File: config.mk
export PLATFORM = sky130hd
export DESIGN_NAME = mrd_ctrl
export DESIGN_NICKNAME = d
export VERILOG_FILES = /design/src/rtl/mrd_pkg.sv /design/src/rtl/mrd_ctrl.sv
export SDC_FILE = /design/constraint.sdc
export NUM_CORES = 1
export LEC_CHECK = 0
export BUFFER_PORTS_ARGS = -buffer_cell sky130_fd_sc_hd__clkbuf_2
export CORE_AREA = 2 2 39 41
export DETAILED_ROUTE_END_ITERATION = 16
export DIE_AREA = 0 0 41 43
export GPL_ROUTABILITY_DRIVEN = 0
export PLACE_DENSITY = 0.3
export SYNTH_ARGS = -nofsm -noshare
export SYNTH_HDL_FRONTEND = slang
export SYNTH_SLANG_ARGS = --single-unit
File: constraint.sdc
create_clock -name clk -period 2.9 [get_ports clk]
set_input_delay 0.29 -clock clk [delete_from_list [all_inputs] [get_ports clk]]
set_output_delay 0.29 -clock clk [all_outputs]
set_load 0.01 [all_outputs]
File: src/rtl/mrd_pkg.sv
`timescale 1ns / 1ps
`default_nettype none
// ----------------------------------------------------------------------------
// Message ring deque package
// Shared widths, operation and status codes, and controller/datapath links.
// ----------------------------------------------------------------------------
package mrd_pkg;

    localparam int DEPTH_DEF   = 256;
    localparam int MSG_W_DEF   = 64;

    localparam int OP_W        = 2;
    localparam int MSG_FIELD_W = 64;
    localparam int STATUS_W    = 2;
    localparam int CAP_W       = 9;
    localparam int COUNT_W     = 9;

    localparam logic [CAP_W-1:0] CAP_RESET = 9'd256;

    localparam int S_TDATA_W   = 72;
    localparam int M_TDATA_W   = 80;

    typedef enum logic [OP_W-1:0] {
        OP_POST_TAIL = 2'd0,
        OP_POST_HEAD = 2'd1,
        OP_ACCEPT    = 2'd2,
        OP_FLUSH     = 2'd3
    } op_t;

    typedef enum logic [STATUS_W-1:0] {
        ST_OK    = 2'd0,
        ST_FULL  = 2'd1,
        ST_EMPTY = 2'd2
    } status_t;

    typedef struct packed {
        logic take;
        logic exec;
        logic load;
    } cmd_t;

    typedef struct packed {
        logic out_free;
    } stat_t;

endpackage
`default_nettype wire

File: src/rtl/mrd_ctrl.sv
`timescale 1ns / 1ps
`default_nettype none
// ----------------------------------------------------------------------------
// Message ring deque controller
// Sequences one word through take, execute and result load.
// ----------------------------------------------------------------------------
module mrd_ctrl
(
    input  wire logic           clk,
    input  wire logic           rst_n,
    input  wire logic           s_tvalid,
    output logic                s_tready,
    input  wire mrd_pkg::stat_t stat,
    output mrd_pkg::cmd_t       cmd
);

    typedef enum logic [2:0] {
        S_IDLE = 3'b001,
        S_EXEC = 3'b010,
        S_LOAD = 3'b100
    } state_t;

    state_t state_reg;
    state_t state_next;

    always_ff @(posedge clk or negedge rst_n)
    begin
        if (!rst_n)
        begin
            state_reg <= S_IDLE;
        end
        else
        begin
            state_reg <= state_next;
        end
    end

    always_comb
    begin
        state_next = state_reg;
        cmd.take   = 1'b0;
        cmd.exec   = 1'b0;
        cmd.load   = 1'b0;
        s_tready   = 1'b0;
        case (state_reg)
            S_IDLE:
            begin
                s_tready = 1'b1;
                if (s_tvalid)
                begin
                    cmd.take   = 1'b1;
                    state_next = S_EXEC;
                end
            end
            S_EXEC:
            begin
                cmd.exec   = 1'b1;
                state_next = S_LOAD;
            end
            S_LOAD:
            begin
                if (stat.out_free)
                begin
                    cmd.load   = 1'b1;
                    state_next = S_IDLE;
                end
            end
            default:
            begin
                state_next = S_IDLE;
            end
        endcase
    end

endmodule
`default_nettype wire

# ---- Word level (Yosys, flattened, before mapping)
# Cells that the tools add are included.
dict set report totals {
  regBits 3
  wordCells 16
  romBits 0
  mem_bits_rw 0
  n_memories 0
  latch_bits 0
}
dict set report op_classes {
  n_mul 0
  muxes 9
  addsub 0
  n_reduce_logical 1
  div 0
  bitwise 0
  magnitude_cmp 0
  n_eq_ne 5
  shifts 0
}
# operator count
set op_table {}
lappend op_table {{3-bit case mux with 3 select lines} 1}
lappend op_table {{1-bit 2-to-1 mux} 6}
lappend op_table {{3-bit 2-to-1 mux} 2}
lappend op_table {{2-bit != test, second input constant} 2}
lappend op_table {{3-bit by 1-bit equality test with 1-bit output, second input constant} 1}
lappend op_table {{3-bit by 2-bit equality test with 1-bit output, second input constant} 1}
lappend op_table {{3-bit equality test, second input constant} 1}
lappend op_table {{2-bit AND reduction} 1}

# ---- Depth between registers and ports, before layout
# Gate-level depths: netlist (run 1).
dict set report logic_depth {
  ltp_word 3
  depth_mapped 2
  ltp_nobuf 2
}

# ---- Least setup slack after synthesis (run 1)
# OpenSTA, ideal clock, no wires.
dict set report synth_path {
  kind {register to output}
  from {register state_reg[0]}
  to {output s_tready}
  setup_slack_ps 1744
  arrival_ps 866
  n_path_buf 0
  stages_incl_launch_ff 2
  path_cell_list {dfstp_2 -> nor3b_1}
}
dict set report synth_between {
  elab_chain_len 2
}
# element line
set synth_rtl {}
lappend synth_rtl {{start: declaration} mrd_ctrl.sv:23} ;# state_t state_reg;
lappend synth_rtl {{start signal: assignment} mrd_ctrl.sv:34} ;# state_reg <= state_next;
lappend synth_rtl {{3-bit by 1-bit equality test with 1-bit output} mrd_ctrl.sv:45} ;# case (state_reg)
lappend synth_rtl {{1-bit 2-to-1 mux} mrd_ctrl.sv:45}
lappend synth_rtl {{end: declaration} mrd_ctrl.sv:12} ;# output logic s_tready,
# Every way passes these cells.

==> results of run 1 <==
[worst max path at each step]
stage,to,slack (ps),cells past startpoint
3_5_place_dp,cmd[2],1670,2
2_1_floorplan,s_tready,1740,1
5_1_grt,s_tready,1340,2
4_1_cts,cmd[2],1420,2
3_3_place_gp,cmd[2],1670,2
6_report,cmd[2],1440,2
[report_power, final]
part           total, uW  switching, uW  internal (uW)  leakage [uW]
clock network       72.2           20.7           51.5     0.0000150
registers           82.3           20.4           61.9     0.0000371
logic               72.2           30.4           41.8     0.0000567
total                227           71.5            155      0.000109
[layout make-up]
cell class | instances | area share (%)
repair buffers | 8 | 18.4
clock buffers | 4 | 10.7
multi-input cells | 8 | 31.6
flip-flops and latches | 3 | 31.1
well taps | 16 | 8.16
[kinds of logic after synthesis]
logic type | Yosys count
and+or+nand+nor | 8
DFF | 3
buffers and inverters | 1
[through the flow]
step           utilization, %  hold slack (ps)
2_1_floorplan               -            -5.59
3_3_place_gp             15.1             86.4
3_5_place_dp             15.1             88.3
4_1_cts                  17.7              376
5_1_grt                  17.7              394
6_report                 17.7              384
[layer usage]
metal / part of all wire, % / up-vias / GRT usage [%]
met2: 37 / 7 / 5.94
li1: - / 67 / -
met3: 14 / 0 / 3.66
met1: 48 / 55 / 6.47
met4: 0 / 0 / 8.00
met5: 0 / - / 0
[worst reg2reg max path: stages, from the launching register on]
cell,delay (ps)
dfrtp_1,410
nor4b_1,370
or2_1,160
[cells in the mapped netlist]
library cell  count
and4bb_2          3
dfrtp_1           2
buf_4             1
dfstp_2           1
nor3_1            1
nor3b_1           1
nor3b_2           1
nor4b_1           1
or2_1             1
==> impl_metrics.json, run 1 <==
{
  "status": "completed",
  "synth-simple-area-share_pct": 48.1,
  "drc": 0,
  "drive_above_1_share_pct": 65.2,
  "ant_nets": 0,
  "synth_top_family_by_area": "simple AND/OR/NAND/NOR gates",
  "setup_slack_ps": 1440,
  "final_common_cell": "clkbuf_2",
  "cp_top_family": "flip-flops",
  "place_hpwl_um": 266,
  "cp_slowest_stage_delay_ps": 560,
  "htree_levels": 1,
  "instances_no_fill": 39,
  "antenna_cells": 0,
  "final_cell_mix": "7 x clkbuf_2, 3 x and4bb_2, 3 x clkbuf_4, 2 x dfrtp_1",
  "via_per_inst": 3.31,
  "place_inst": 34,
  "r2r-end": "state_reg[2]",
  "yosysSeqAreaShare_pct": 47.3,
  "cp_cell_sequence": "and4bb_2, clkbuf_2",
  "clk_pin_slew_ps": 40,
  "multi_input_area_um2": 77.6,
  "numCtsBuffers": 3,
  "path_class": "flop to primary output",
  "area_growth_pct": 51.9,
  "place_area_um2": 209,
  "synth_top_cell_area_share_pct": 31.0,
  "finalCriticalPeriod_ps": 1460,
  "rsz0062_at_grt": "no",
  "reg2reg_from": "state_reg[1]",
  "grt_remaining_overflow": 0,
  "post_cts_resized": 0,
  "synth_area_leaders": "dfrtp_1 31%, and4bb_2 23%, dfstp_2 16%",
  "p_total_uw": 227,
  "finalSetupTns_ps": 0,
  "fp.dieArea_um2": 1760,
  "yosysWarnings": 0,
  "routedWlPerCell_um": 9.15,
  "grt_pass1_wl_um": 614,
  "clock_path_buffers": 2,
  "portBuffers": 7,
  "io-pin-count": 8,
  "slew_violations": 0,
  "cp_slowest_cell": "dfstp_2",
  "cts_root_buffer": "clkbuf_4",
  "reg2reg_depth": 2,
  "cp-start-kind": "flop",
  "rows": 14,
  "syn_nets": 16,
  "drt_pass1_iterations": 1,
  "power_density_nw_per_um2": 924,
  "muxShareOfSynthArea_pct": 0,
  "report.final.hold_viol_count": 0,
  "setup-violations-final": 0,
  "vias": 129,
  "first_global_vias": 150,
  "antenna_found_initial": 0,
  "min_path_type": "input port to async pin",
  "cap_violations": 0,
  "slew_headroom_pct": 77.3,
  "cp_max_fo": 6,
  "avgSynthCellArea_um2": 13.5,
  "skew_ps": 0.860,
  "p_leak_uw": 0.000109,
  "first_iter_violations": 0,
  "die_h_um": 43,
  "tightest_slew_ps": 336,
  "postCtsSetupRepairBufs": 0,
  "synth_cell_type_count": 9,
  "synth_seq_cells": 3,
  "synth_xor_area_share_pct": 0,
  "largest_reg_flops": 3,
  "arrival_ps": 1170,
  "fmax_mhz": 683,
  "synth_fa_ha_area_share_pct": 0,
  "max-vdd-ir-drop_v": 0.000255,
  "track_usage_pct": 5.84,
  "crit_required_ps": 2610,
  "synth_compound_area_share_pct": 0,
  "coreArea_um2": 1380,
  "regArea_um2": 76.3,
  "crit_buf_inv": 1,
  "final_nets": 28,
  "chipWidth_um": 41,
  "endpoint_kind": "primary output",
  "tritoncts": "built",
  "grt_start_max_net_pins": 7,
  "start_util_pct": 11.7,
  "startpoint": "state_reg[0]",
  "insertion_delay_ps": 230,
  "cts_sinks": 3,
  "cts_hold_buf": 1,
  "rrSetupSlack_ps": 1910,
  "period_share_pct": 50.5,
  "syn_inst": 12,
  "syn_area_um2": 161,
  "dp_slack_ps": 1670,
  "yosys.area.top_type": "dfrtp_1",
  "wirelength_um": 357,
  "stdcell_area_um2": 245,
  "fillerInstances": 156
}
(Power assumes the default switching activity.)
==> inputs of run 2 (changes only) <==
Clock period 2.9 ns to 1.2 ns, I/O delays scaled along.
==> run 2 against run 1 <==
Net effect: the flow now finishes with violations (setup timing); global-route usage is 0.71 points lower; flip-flop and latch count unchanged; die area unchanged; first-iteration DRC count did not move; power grew to 2.7 times the previous value; non-clock buffer count grew 2; sequential share of layout area is 3.3 points lower; register-to-register slack got worse by 1800 ps.
==> impl_metrics.json, run 2 (same netlist as run 1, synthesis figures left out) <==
{
  "first_iter_violations": 0,
  "max-vdd-ir-drop_v": 0.000662,
  "crit_buf_inv": 1,
  "cp_max_fo": 5,
  "cp-start-kind": "flop",
  "insertion_delay_ps": 230,
  "p_leak_uw": 0.000124,
  "grt_pass1_wl_um": 586,
  "vias": 155,
  "startpoint": "state_reg[0]",
  "rsz0062_at_grt": "yes",
  "tritoncts": "built",
  "antenna_found_initial": 0,
  "crit_required_ps": 1080,
  "report.final.hold_viol_count": 0,
  "numCtsBuffers": 3,
  "stdcell_area_um2": 279,
  "slew_violations": 0,
  "endpoint_kind": "primary output",
  "power_density_nw_per_um2": 2220,
  "routedWlPerCell_um": 9.61,
  "clock_path_buffers": 2,
  "arrival_ps": 1140,
  "setup_slack_ps": -56.5,
  "cts_root_buffer": "clkbuf_4",
  "coreArea_um2": 1380,
  "clk_pin_slew_ps": 40,
  "chipWidth_um": 41,
  "path_class": "flop to primary output",
  "slew_headroom_pct": 76.3,
  "drive_above_1_share_pct": 76.0,
  "place_area_um2": 209,
  "drt_pass1_iterations": 1,
  "reg2reg_from": "state_reg[0]",
  "fillerInstances": 160,
  "wirelength_um": 394,
  "tightest_slew_ps": 351,
  "finalCriticalPeriod_ps": 1260,
  "track_usage_pct": 5.12,
  "min_path_type": "input port to async pin",
  "fp.dieArea_um2": 1760,
  "first_global_vias": 164,
  "antenna_cells": 0,
  "setup-violations-final": 4,
  "portBuffers": 7,
  "place_hpwl_um": 273,
  "cts_sinks": 3,
  "period_share_pct": 105,
  "drc": 0,
  "htree_levels": 1,
  "io-pin-count": 8,
  "final_nets": 30,
  "start_util_pct": 11.7,
  "cp_slowest_cell": "dfstp_2",
  "area_growth_pct": 72.9,
  "finalCoreUtilization_pct": 20.2,
  "skew_ps": 0.214,
  "ant_nets": 0,
  "cp_cell_sequence": "and4bb_2, buf_6",
  "cp_slowest_stage_delay_ps": 550,
  "finalSetupTns_ps": -134,
  "grt_remaining_overflow": 0,
  "rows": 14,
  "largest_reg_flops": 3,
  "grt_start_max_net_pins": 7,
  "p_total_uw": 618,
  "cp_top_family": "flip-flops",
  "die_h_um": 43,
  "via_per_inst": 3.78,
  "timing.hold.ws_ps": 219,
  "cap_violations": 0,
  "fmax_mhz": 796,
  "status": "complete, but fails checks",
  "violations": "setup timing",
  "final_cell_mix": "3 x and4bb_2, 3 x clkbuf_4, 3 x clkbuf_2"
}
==> run 2: cell count changes in the layout (fill, tap and decap cells not counted), sizes merged <==
cell / before / now
buf: 0 / 6
clkbuf: 11 / 7
==> run 2: path summary, 6_finish.rpt <==
kind | endpoint | slack, ps | cells past startpoint
min in group clk | state_reg[1] | 220 | 2
setup reg to reg | state_reg[2] | 90 | 3
max in group asynchronous | state_reg[0] | 780 | 2
hold reg to reg | state_reg[1] | 640 | 1
setup / recovery | cmd[2] | -60 | 2
hold / removal | state_reg[2] | 220 | 2
==> run 2: worst register-to-register path: stages (launching register included) <==
cell	delay, ps
dfstp_2	370
buf_4	130
nor4b_1	370
or2_1	160
==> run 2: final cells by class <==
| class | count | area, um^2 | share of cell area, % |
|---|---|---|---|
| multi-input combinational | 8 | 82.6 | 29.6 |
| clock buffer | 4 | 26.3 | 9.42 |
| sequential | 3 | 77.6 | 27.8 |
| tap | 16 | 20.0 | 7.17 |
| timing repair buffer | 10 | 72.6 | 26.0 |
==> run 2: power breakdown <==
part / internal [uW] / total (uW) / switching (uW)
Sequential: 151 / 198 / 47.2
Combinational: 156 / 245 / 88.8
Clock: 125 / 175 / 50.8
Total: 431 / 618 / 187
==> run 2: layer usage <==
metal / global-route usage (%) / vias up / routed length [um]
met5: 0 / - / 0
met2: 6.88 / 7 / 182
met4: 4.00 / 0 / 0
li1: - / 73 / -
met3: 3.66 / 0 / 48
met1: 5.14 / 75 / 163
==> run 2: through the flow <==
stage,std cells,worst slack [ps]
5_1_grt,41,-105
3_3_place_gp,34,164
3_5_place_dp,34,145
2_1_floorplan,12,214
4_1_cts,40,-79.6
6_report,41,-56.5
==> run 2: what timing repair did <==
action / 4_1_cts / 5_1_grt
setup buffers: 1 / 1
gates resized for setup: 0 / 8
hold buffers: 1 / 0
pin swaps: 1 / 1
endpoints found under the setup margin: 3 / 4
endpoints found under the hold margin: 3 / 0
==> inputs of run 3 (changes only) <==
Settings changed: RECOVER_POWER set to 50.
==> run 3 against run 2 <==
Net effect: the flow still finishes with violations (setup timing); non-clock buffer count did not move; utilization fell by 0.090 points; power barely moved; largest cell class unchanged; highest routed layer unchanged.
==> impl_metrics.json, run 3 (same netlist as run 1, synthesis figures left out) <==
{
  "area_growth_pct": 72.1,
  "die_h_um": 43,
  "insertion_delay_ps": 230,
  "clock_path_buffers": 2,
  "tightest_slew_ps": 351,
  "setup-violations-final": 4,
  "cts_sinks": 3,
  "drc": 0,
  "multi_input_area_um2": 82.6,
  "hold_path_depth": 2,
  "grt_start_max_net_pins": 7,
  "instances_no_fill": 41,
  "stdcell_area_um2": 278,
  "finalSetupTns_ps": -134,
  "setup_slack_ps": -56.5,
  "status": "complete, but fails checks",
  "min_path_type": "input port to flop",
  "arrival_ps": 1140,
  "via_per_inst": 3.78,
  "cp_max_fo": 5,
  "numCtsBuffers": 3,
  "report.final.hold_viol_count": 0,
  "slew_headroom_pct": 76.3,
  "io-pin-count": 8,
  "final_cell_mix": "3 x and4bb_2, 3 x clkbuf_4",
  "violations": "setup timing",
  "reg2reg_depth": 3,
  "power_density_nw_per_um2": 2220,
  "regArea_um2": 77.6,
  "fillerInstances": 160,
  "path_class": "flop to primary output",
  "grt_remaining_overflow": 0,
  "place_inst": 34,
  "htree_levels": 1,
  "wirelength_um": 394,
  "routedWlPerCell_um": 9.61,
  "cp_slowest_stage_delay_ps": 550,
  "grt_pass1_wl_um": 586,
  "endpoint_kind": "primary output",
  "antenna_found_initial": 0,
  "antenna_cells": 0,
  "place_area_um2": 209,
  "portBuffers": 7,
  "cp-start-kind": "flop",
  "skew_ps": 0.217,
  "tritoncts": "built",
  "drt_pass1_iterations": 1,
  "vias": 155,
  "first_iter_violations": 0,
  "slew_violations": 0,
  "rows": 14,
  "drive_above_1_share_pct": 72.0,
  "cp_slowest_cell": "dfstp_2",
  "finalCriticalPeriod_ps": 1260,
  "first_global_vias": 164,
  "cap_violations": 0,
  "ant_nets": 0,
  "crit_required_ps": 1080,
  "rsz0062_at_grt": "yes",
  "place_hpwl_um": 273,
  "start_util_pct": 11.7,
  "p_total_uw": 618,
  "period_share_pct": 105,
  "final_nets": 30,
  "fp.dieArea_um2": 1760,
  "cts_root_buffer": "clkbuf_4",
  "fmax_mhz": 796,
  "cp_cell_sequence": "and4bb_2, buf_6",
  "track_usage_pct": 5.12,
  "p_leak_uw": 0.000121,
  "coreArea_um2": 1380,
  "clk_pin_slew_ps": 40,
  "largest_reg_flops": 3,
  "chipWidth_um": 41,
  "max-vdd-ir-drop_v": 0.000660
}
-- run 3: path summary, 6_finish.rpt --
path | startpoint | end | slack, ps
setup / recovery | state_reg[0] | cmd[2] | -60
hold / removal | s_tvalid | state_reg[1] | 220
setup reg to reg | state_reg[0] | state_reg[2] | 90
hold reg to reg | state_reg[0] | state_reg[1] | 640
max in group asynchronous | rst_n | state_reg[0] | 740
min in group asynchronous | rst_n | state_reg[1] | 230
-- run 3: per-stage QoR --
step | hold WS [ps] | util, % | worst slack, ps
finish | 219 | 20.1 | -56.5
global route | 226 | 20.1 | -105
detailed placement | -77.8 | 15.1 | 145
CTS | 212 | 18.3 | -79.6
global placement | -81.7 | 15.1 | 164
floorplan | -176 | - | 214
-- run 3: final cells by class --
cell class	count	area share (%)
Multi-Input combinational cell	8	29.7
Clock buffer	4	9.46
Timing Repair Buffer	10	25.7
Sequential cell	3	27.9
Tap cell	16	7.21
-- run 3: routing by layer --
layer,vias up,GRT usage [%],routed length [um]
met5,-,0,0
met4,0,4.00,0
met3,0,3.66,48
met2,7,6.88,182
met1,75,5.14,164
li1,73,-,-
-- run 3: report_power, final --
group          internal (uW)  switching (uW)  leakage (uW)
Combinational            155            88.9     0.0000700
Sequential               151            47.2     0.0000355
Clock                    125            50.8     0.0000150
-- run 3: worst max-delay path, delay by kind of cell (launching register included) --
kind / cells / cell delay [ps]
and+or+nand+nor: 1 / 260
DFF: 1 / 550
buffers and inverters: 1 / 100
-- run 3: repair_timing --
| action | 4_1_cts | 5_1_grt |
|---|---|---|
| resized for setup | 0 | 8 |
| endpoints found under the hold margin | 3 | 0 |
| pin swaps | 1 | 1 |
| setup endpoints to repair | 3 | 4 |
| buffers inserted | 1 | 1 |
| hold buffers | 1 | 0 |
